`src/design/srfp_pkg.sv`:
```
// Shared types and constants of the sensor response frame parser.
// Used by srfp_ram, srfp_ctrl and sensor_response_frame_parser_unit.
package srfp_pkg;

   localparam int MAX_FRAME_BYTES = 32;
   localparam int STORE_DEPTH     = 28;
   localparam int ADDR_W          = $clog2(STORE_DEPTH);
   localparam int COUNT_W         = 5;
   // Longest length byte accepted: limited by the frame size and the store depth.
   localparam int LEN_MAX = (MAX_FRAME_BYTES - 3 < STORE_DEPTH + 1) ?
                            (MAX_FRAME_BYTES - 3) : (STORE_DEPTH + 1);

   typedef logic [7:0]         byte_type;
   typedef logic [ADDR_W-1:0]  addr_type;
   typedef logic [COUNT_W-1:0] count_type;

   typedef enum logic [1:0] {
      STATUS_OK           = 2'd0,
      STATUS_BAD_LENGTH   = 2'd1,
      STATUS_CMD_MISMATCH = 2'd2,
      STATUS_SUM_MISMATCH = 2'd3
   } status_type;

   localparam logic [1:0] CSR_HEAD_BYTE        = 2'd0;
   localparam logic [1:0] CSR_EXPECTED_COMMAND = 2'd1;
   localparam logic [1:0] CSR_PAYLOAD_CAPACITY = 2'd2;

   typedef struct packed {
      byte_type  head_byte;
      byte_type  expected_command;
      count_type payload_capacity;
   } cfg_type;

   typedef struct packed {
      logic     wr_en;
      addr_type wr_addr;
      byte_type wr_data;
      logic     rd_en;
      addr_type rd_addr;
   } ram_req_type;

endpackage

```
`src/design/srfp_ram.sv`:
```
// Payload store: one write port and one registered read port.
// Depends on srfp_pkg for depth and types.
module srfp_ram (
   input  logic                 clock,
   input  srfp_pkg::ram_req_type ram_req,
   output srfp_pkg::byte_type   rd_data
);
   import srfp_pkg::*;

   byte_type mem [STORE_DEPTH];
   byte_type rd_data_ff;

   always_ff @(posedge clock) begin
      if (ram_req.wr_en) begin
         mem[ram_req.wr_addr] <= ram_req.wr_data;
      end
      if (ram_req.rd_en) begin
         rd_data_ff <= mem[ram_req.rd_addr];
      end
   end

   assign rd_data = rd_data_ff;

endmodule

```
`src/design/srfp_ctrl.sv`:
```
// Frame parser state machine, checksum, payload store sequencing and
// the result register. Depends on srfp_pkg; drives srfp_ram.
module srfp_ctrl (
   input  logic                  clock,
   input  logic                  reset,
   input  srfp_pkg::cfg_type     cfg,
   input  logic                  req_valid,
   output logic                  req_ready,
   input  srfp_pkg::byte_type    req_rx_byte,
   output logic                  rsp_valid,
   input  logic                  rsp_ready,
   output srfp_pkg::status_type  rsp_status,
   output srfp_pkg::byte_type    rsp_payload_byte,
   output srfp_pkg::count_type   rsp_payload_index,
   output srfp_pkg::count_type   rsp_payload_count,
   output logic                  rsp_last,
   output srfp_pkg::ram_req_type ram_req,
   input  srfp_pkg::byte_type    ram_rd_data
);
   import srfp_pkg::*;

   typedef enum logic [2:0] {
      ST_HUNT, ST_LEN, ST_BODY, ST_SUM, ST_EMIT_RD, ST_EMIT_WR
   } state_type;

   state_type  state_ff, state_in;
   count_type  frame_len_ff, frame_len_in;
   count_type  seen_ff, seen_in;
   byte_type   sum_ff, sum_in;
   logic       cmd_ok_ff, cmd_ok_in;
   count_type  rd_idx_ff, rd_idx_in;
   count_type  count_ff, count_in;

   logic       rsp_valid_ff, rsp_valid_in;
   status_type rsp_status_ff, rsp_status_in;
   byte_type   rsp_byte_ff, rsp_byte_in;
   count_type  rsp_index_ff, rsp_index_in;
   count_type  rsp_count_ff, rsp_count_in;
   logic       rsp_last_ff, rsp_last_in;

   logic       slot_free;
   logic       accept;
   logic       len_bad;
   count_type  seen_next;
   byte_type   sum_next;

   assign slot_free = !rsp_valid_ff || rsp_ready;
   assign req_ready = slot_free && (state_ff != ST_EMIT_RD) && (state_ff != ST_EMIT_WR);
   assign accept    = req_valid && req_ready;
   assign sum_next  = sum_ff + req_rx_byte;
   assign seen_next = seen_ff + count_type'(1);
   assign len_bad   = (req_rx_byte == 8'd0) ||
                      ({1'b0, req_rx_byte} > 9'(LEN_MAX)) ||
                      ({1'b0, req_rx_byte} > ({4'd0, cfg.payload_capacity} + 9'd1));

   always_comb begin
      state_in      = state_ff;
      frame_len_in  = frame_len_ff;
      seen_in       = seen_ff;
      sum_in        = sum_ff;
      cmd_ok_in     = cmd_ok_ff;
      rd_idx_in     = rd_idx_ff;
      count_in      = count_ff;
      rsp_valid_in  = rsp_valid_ff && !rsp_ready;
      rsp_status_in = rsp_status_ff;
      rsp_byte_in   = rsp_byte_ff;
      rsp_index_in  = rsp_index_ff;
      rsp_count_in  = rsp_count_ff;
      rsp_last_in   = rsp_last_ff;
      ram_req       = '0;

      unique case (state_ff)
         ST_HUNT: begin
            if (accept && req_rx_byte == cfg.head_byte) begin
               state_in  = ST_LEN;
               sum_in    = req_rx_byte;
               seen_in   = '0;
               cmd_ok_in = 1'b0;
            end
         end
         ST_LEN: begin
            if (accept) begin
               if (len_bad) begin
                  rsp_valid_in  = 1'b1;
                  rsp_status_in = STATUS_BAD_LENGTH;
                  rsp_byte_in   = '0;
                  rsp_index_in  = '0;
                  rsp_count_in  = '0;
                  rsp_last_in   = 1'b1;
                  state_in      = ST_HUNT;
               end else begin
                  frame_len_in = req_rx_byte[COUNT_W-1:0];
                  sum_in       = sum_next;
                  seen_in      = '0;
                  state_in     = ST_BODY;
               end
            end
         end
         ST_BODY: begin
            if (accept) begin
               if (seen_ff == '0) begin
                  cmd_ok_in = (req_rx_byte == cfg.expected_command);
               end else begin
                  ram_req.wr_en   = 1'b1;
                  ram_req.wr_addr = ADDR_W'(seen_ff - count_type'(1));
                  ram_req.wr_data = req_rx_byte;
               end
               sum_in  = sum_next;
               seen_in = seen_next;
               if (seen_next >= frame_len_ff) begin
                  state_in = ST_SUM;
               end
            end
         end
         ST_SUM: begin
            if (accept) begin
               rsp_byte_in  = '0;
               rsp_index_in = '0;
               rsp_count_in = '0;
               rsp_last_in  = 1'b1;
               state_in     = ST_HUNT;
               // A good frame makes head + length + body + checksum vanish mod 256.
               if (!cmd_ok_ff) begin
                  rsp_valid_in  = 1'b1;
                  rsp_status_in = STATUS_CMD_MISMATCH;
               end else if (sum_next != 8'd0) begin
                  rsp_valid_in  = 1'b1;
                  rsp_status_in = STATUS_SUM_MISMATCH;
               end else if (frame_len_ff == count_type'(1)) begin
                  rsp_valid_in  = 1'b1;
                  rsp_status_in = STATUS_OK;
               end else begin
                  count_in  = frame_len_ff - count_type'(1);
                  rd_idx_in = '0;
                  state_in  = ST_EMIT_RD;
               end
            end
         end
         ST_EMIT_RD: begin
            ram_req.rd_en   = 1'b1;
            ram_req.rd_addr = ADDR_W'(rd_idx_ff);
            state_in        = ST_EMIT_WR;
         end
         ST_EMIT_WR: begin
            // Read data holds in the store's output register until this transfer is loaded.
            if (slot_free) begin
               rsp_valid_in  = 1'b1;
               rsp_status_in = STATUS_OK;
               rsp_byte_in   = ram_rd_data;
               rsp_index_in  = rd_idx_ff;
               rsp_count_in  = count_ff;
               rsp_last_in   = (rd_idx_ff == count_ff - count_type'(1));
               if (rd_idx_ff == count_ff - count_type'(1)) begin
                  state_in = ST_HUNT;
               end else begin
                  rd_idx_in = rd_idx_ff + count_type'(1);
                  state_in  = ST_EMIT_RD;
               end
            end
         end
         default: begin
            state_in = ST_HUNT;
         end
      endcase
   end

   always_ff @(posedge clock) begin
      if (reset) begin
         state_ff     <= ST_HUNT;
         frame_len_ff <= '0;
         seen_ff      <= '0;
         sum_ff       <= '0;
         cmd_ok_ff    <= 1'b0;
         rd_idx_ff    <= '0;
         count_ff     <= '0;
         rsp_valid_ff <= 1'b0;
      end else begin
         state_ff     <= state_in;
         frame_len_ff <= frame_len_in;
         seen_ff      <= seen_in;
         sum_ff       <= sum_in;
         cmd_ok_ff    <= cmd_ok_in;
         rd_idx_ff    <= rd_idx_in;
         count_ff     <= count_in;
         rsp_valid_ff <= rsp_valid_in;
      end
      rsp_status_ff <= rsp_status_in;
      rsp_byte_ff   <= rsp_byte_in;
      rsp_index_ff  <= rsp_index_in;
      rsp_count_ff  <= rsp_count_in;
      rsp_last_ff   <= rsp_last_in;
   end

   assign rsp_valid         = rsp_valid_ff;
   assign rsp_status        = rsp_status_ff;
   assign rsp_payload_byte  = rsp_byte_ff;
   assign rsp_payload_index = rsp_index_ff;
   assign rsp_payload_count = rsp_count_ff;
   assign rsp_last          = rsp_last_ff;

endmodule

```
`src/design/sensor_response_frame_parser_unit.sv`:
```
// Sensor response frame parser: one received byte per transfer.
// Length, command and checksum errors give a result in the cycle after the byte's transfer.
// A good frame's payload is read back from the store byte by byte: a store read, then a load
// of the result register once it is free; input is held off during that burst.
// Synchronous reset returns the parser to hunting and its control and configuration registers
// to their defaults; the result fields other than valid and the payload store are not cleared.
module sensor_response_frame_parser_unit (
   input  logic                 clock,
   input  logic                 reset,
   input  logic                 csr_we,
   input  logic [1:0]           csr_index,
   input  srfp_pkg::byte_type   csr_wdata,
   input  logic                 req_valid,
   output logic                 req_ready,
   input  srfp_pkg::byte_type   req_rx_byte,
   output logic                 rsp_valid,
   input  logic                 rsp_ready,
   output srfp_pkg::status_type rsp_status,
   output srfp_pkg::byte_type   rsp_payload_byte,
   output srfp_pkg::count_type  rsp_payload_index,
   output srfp_pkg::count_type  rsp_payload_count,
   output logic                 rsp_last
);
   import srfp_pkg::*;

   cfg_type     cfg_ff, cfg_in;
   ram_req_type ram_req;
   byte_type    ram_rd_data;

   always_comb begin
      cfg_in = cfg_ff;
      if (csr_we) begin
         unique case (csr_index)
            CSR_HEAD_BYTE:        cfg_in.head_byte        = csr_wdata;
            CSR_EXPECTED_COMMAND: cfg_in.expected_command = csr_wdata;
            CSR_PAYLOAD_CAPACITY: cfg_in.payload_capacity = csr_wdata[COUNT_W-1:0];
            default:              cfg_in = cfg_ff;
         endcase
      end
   end

   always_ff @(posedge clock) begin
      if (reset) begin
         cfg_ff.head_byte        <= 8'd64;
         cfg_ff.expected_command <= 8'd4;
         cfg_ff.payload_capacity <= count_type'(4);
      end else begin
         cfg_ff <= cfg_in;
      end
   end

   srfp_ctrl u_ctrl (
      .clock             (clock),
      .reset             (reset),
      .cfg               (cfg_ff),
      .req_valid         (req_valid),
      .req_ready         (req_ready),
      .req_rx_byte       (req_rx_byte),
      .rsp_valid         (rsp_valid),
      .rsp_ready         (rsp_ready),
      .rsp_status        (rsp_status),
      .rsp_payload_byte  (rsp_payload_byte),
      .rsp_payload_index (rsp_payload_index),
      .rsp_payload_count (rsp_payload_count),
      .rsp_last          (rsp_last),
      .ram_req           (ram_req),
      .ram_rd_data       (ram_rd_data)
   );

   srfp_ram u_ram (
      .clock   (clock),
      .ram_req (ram_req),
      .rd_data (ram_rd_data)
   );

endmodule
```
`config.mk`:
```
export PLATFORM = sky130hd
export DESIGN_NAME = sensor_response_frame_parser_unit
export DESIGN_NICKNAME = d
export VERILOG_FILES = /design/src/design/srfp_pkg.sv /design/src/design/srfp_ram.sv /design/src/design/srfp_ctrl.sv /design/src/design/sensor_response_frame_parser_unit.sv
export SDC_FILE = /design/constraint.sdc
export NUM_CORES = 1
export LEC_CHECK = 0
export BUFFER_PORTS_ARGS = -buffer_cell sky130_fd_sc_hd__buf_2
export CORE_MARGIN = 2
export CORE_UTILIZATION = 30
export CTS_CLUSTER_DIAMETER = 50
export CTS_CLUSTER_SIZE = 40
export DETAILED_ROUTE_END_ITERATION = 10
export PLACE_DENSITY_LB_ADDON = 0.3
export SYNTH_ARGS = -nofsm -noshare
export SYNTH_HDL_FRONTEND = slang
export SYNTH_SLANG_ARGS = --single-unit
```
`constraint.sdc`:
```
create_clock -name clock -period 4.32 [get_ports clock]
set_clock_uncertainty 0.1 [all_clocks]
set_input_delay 0.432 -clock clock [delete_from_list [all_inputs] [get_ports clock]]
set_output_delay 0.432 -clock clock [all_outputs]
set_load 0.1 [all_outputs]
```
==> reports/summary.txt <==
RUN STATUS
-----------------------------------------------------------------------------------------
Outcome ....................................................................    completed

CELLS AND AREA
-----------------------------------------------------------------------------------------
Number of antenna repair diodes ............................................            0
Share of post-route cells with drive strength above 1 ......................        15.4%
Most common cell after layout, fill and taps aside .........................     edfxtp_1
Final cell utilization of the core .........................................        34.7%
Layout area overhead .......................................................        13.7%
Non-filler instance count after layout .....................................         1736
Most frequent cells in the layout .......................................... edfxtp_1, nor2_1, nand2_1
Number of nets in the finished design ......................................         1164

STA
-----------------------------------------------------------------------------------------
Number of hold violations in the final report ..............................            0
Min Tclk post-route ........................................................      3.43 ns
Total Negative Setup Slacks ................................................         0 ns
Tcrit/Tclk final ...........................................................        79.4%
Max-slew violation count ...................................................            0
Final setup violation count ................................................            0
Maximum frequency from static timing analysis ..............................      292 MHz
Final-layout worst hold slack ..............................................    0.0200 ns
Tightest Pin Transition ....................................................     0.941 ns
RSZ-0062 raised after global routing .......................................        false
Relative slew slack ........................................................        37.2%

WORST SETUP PATH
-----------------------------------------------------------------------------------------
Category of the most critical setup path ...................................   reg -> reg
Critical path capture point type ...........................................     register
Startpoint type of the worst setup path ....................................     register
Worst R2R Start ............................................................ u_ctrl.state_ff[1]
Logic depth of the worst register-to-register path .........................            9
Top fanout value on the critical path ......................................           28
CP bufs+invs ...............................................................            2
Family of cells with the greatest summed delay on the critical path ........ simple AND/OR/NAND/NOR gates
Endpoint required time on the critical path ................................      4.68 ns
Destination of the worst register-to-register timing path .................. u_ram.rd_data[0]
Slowest stage delay, CP ....................................................      0.56 ns
Ordered cell list for the critical path .................................... and2b_2, nand2_2, buf_4, inv_2, nand2_1, a21oi_1, a31oi_1, a211oi_1, a21o_1
Cell with the largest stage delay on the worst path ........................      and2b_2
Crit path DAT ..............................................................      3.79 ns
R2R Setup Slk ..............................................................      0.89 ns

FLOORPLAN
-----------------------------------------------------------------------------------------
Total Die Area .............................................................   0.0481 mm²
Horizontal die dimension ...................................................       219 µm
Height of the die ..........................................................       219 µm
Starting density of the core ...............................................        30.5%
I/O Pins ...................................................................           46
Floorplan Core Area ........................................................   0.0456 mm²
Row count ..................................................................           78

DETAILED ROUTING
-----------------------------------------------------------------------------------------
Final ANT Viol Nets ........................................................            0
Drt total wl ...............................................................     35500 µm
DR WL/cell .................................................................      20.5 µm
Detailed router's first-iteration violation count ..........................          878
DRC violations left ........................................................            0
Via density per instance ...................................................         5.14
DR pass1 iterations ........................................................            6
Via count ..................................................................         8927

CLOCKING
-----------------------------------------------------------------------------------------
Clock tree from TritonCTS ..................................................          yes
Clk Tree Root Cell .........................................................    clkbuf_16
Count of cells resized by post-cts repair ..................................            0
Later-pin clock latency in the skew report .................................      0.57 ns
H-tree level count .........................................................            1
Clock-pin slew on the worst setup and hold paths ...........................      0.08 ns
Clock buffer count from CTS ................................................           28
Number of buffers inserted to repair setup after CTS .......................            0
Post-CTS Hold Buffers ......................................................            0
Clock Tree Buf Depth .......................................................            3
Num Clock Sinks ............................................................          307

GLOBAL ROUTING
-----------------------------------------------------------------------------------------
Initial antenna violation count ............................................            0
Global-route usage over all layers .........................................        14.7%
Pin count of the biggest net entering global routing .......................           73
Global route overflow ......................................................            0
First-pass GRT wire length .................................................     54200 µm
Vias in the first global route .............................................         8765

SYNTH
-----------------------------------------------------------------------------------------
Number of library cell types mapped by synthesis ...........................           73
Synthesized net count ......................................................         1132
Number of synthesized register bits ........................................          307
Sequential share of the synthesized area ...................................        62.4%
Ys Warns ...................................................................            0
Avg Inst Size Synth ........................................................     12.8 µm²
Biggest area contributors in the synthesized netlist ....................... edfxtp_1, dfxtp_1, mux2i_1
Cell area after technology mapping .........................................   0.0139 mm²
Most used DFF post-synth ...................................................     edfxtp_1
Post-synth top area share ..................................................        54.6%
Number of synthesized flops with an enable pin .............................          253
Synth area leader ..........................................................     edfxtp_1
Proportion of register bits with asynchronous set or reset after synthesis .           0%
Post-Syn Instances .........................................................         1083

WORST HOLD PATH
-----------------------------------------------------------------------------------------
Hold Path Depth ............................................................            3
Type of the worst min-delay path ...........................................    in -> reg
Min-delay src .............................................................. csr_wdata[5]
Hold path endpoint .........................................................   cfg_ff[10]

PLACEMENT
-----------------------------------------------------------------------------------------
Final estimated routing congestion in global placement .....................        0.839
Count of placed standard cells including taps ..............................         1685
Half-perimeter wire length after placement .................................     23200 µm
Number of I/O port buffers .................................................           45

POWER
-----------------------------------------------------------------------------------------
Pwr/cell area ..............................................................   389 mW/mm²
Pleak ......................................................................      5.73 nW
Worst vdd ir ...............................................................       318 µV

RUN
-----------------------------------------------------------------------------------------
Total of max-cap violations ................................................            0

area by class of cell:
class                   count  area, µm²
well taps                 600        751
inverters                  18       67.6
fillers                  4392      29800
clock inverters            21        264
repair buffers             69        405
clock buffers              30        729
flip-flops and latches    307       8680
multi-input cells         691       4900
through the flow:
stage | total power [mW] | setup slack [ns] | area [µm²]
global placement | 3.57 | 1.06 | 14800
detailed placement | 3.57 | 0.997 | 14800
CTS | 6.19 | 0.968 | 15800
finish | 6.14 | 0.892 | 15800
floorplan | 3.48 | 1.30 | 13900
global route | 6.34 | 0.625 | 15800
cells in the mapped netlist, drive strengths merged (7+ instances only):
cell type / n
nand2: 79
dfxtp: 54
ha: 25
mux4: 21
nand3: 41
a31oi: 17
nor2: 103
inv: 17
xnor2: 33
nand4: 11
mux2: 8
nor3: 22
a21o: 11
o21a: 7
nor3b: 13
a21oi: 42
o21ai: 30
buf: 27
mux2i: 67
clkbuf: 40
nor2b: 7
and3: 35
edfxtp: 253
or2: 10
a211oi: 29
o32ai: 8
per-layer routing:
| layer | vias up | track usage, % | share of wire [%] |
|---|---|---|---|
| li1 | 4151 | - | - |
| met1 | 4480 | 20.2 | 46 |
| met2 | 249 | 24.5 | 47 |
| met3 | 47 | 1.62 | 4.6 |
| met4 | 0 | 4.21 | 2.1 |
| met5 | - | 0 | 0 |
cells by family (layout without fill, tap and decap cells):
group                    count (synthesis)  in the layout  share of synthesized area, %
flip-flops                             307            307                          62.4
multiplexers                            96             96                          8.87
AND/OR/NAND/NOR                        356            356                          12.8
adder cells (fa/ha/maj)                 26             26                          2.39
buffers and inverters                   85            138                          2.67
XOR/XNOR                                39             39                          2.46
AO/OA/AOI/OAI                          174            174                          8.35
worst max-delay path by stage:
stage | to | from | cells past startpoint | slack, ns
finish | u_ram.rd_data[0] | u_ctrl.state_ff[1] | 9 | 0.89
global route | u_ram.rd_data[0] | u_ctrl.state_ff[1] | 9 | 0.63
CTS | u_ram.mem[22][3] | u_ctrl.state_ff[1] | 6 | 0.97
detailed placement | u_ram.rd_data[0] | u_ctrl.state_ff[1] | 9 | 1.0
global placement | u_ram.rd_data[0] | u_ctrl.state_ff[1] | 9 | 1.06
floorplan | u_ctrl.rsp_last | cfg_ff[0] | 10 | 1.30
tightest hold or removal path, stage by stage:
cell and delay (ns):
buf_2 0.09, mux2i_1 0.06, nor2_1 0.07
flip-flops by register name, summed over array words and instances, names as in the netlist, 3 cells and up:
signal / cells
u_ctrl.state_ff: 3
u_ctrl.seen_ff: 5
u_ctrl.rd_idx_ff: 5
cfg_ff: 21
u_ram.mem: 224
u_ctrl.rsp_payload_count: 5
u_ram.rd_data: 8
u_ctrl.rsp_payload_byte: 8
u_ctrl.count_ff: 5
u_ctrl.sum_ff: 8
u_ctrl.rsp_payload_index: 5
u_ctrl.frame_len_ff: 5
power breakdown:
group / internal, mW / switching, mW / leakage, nW
clock network: 1.33 / 1.31 / 0.478
logic: 0.100 / 0.207 / 2.14
registers: 3.18 / 0.0206 / 3.11
No activity file was read; power rests on OpenSTA's default activity.
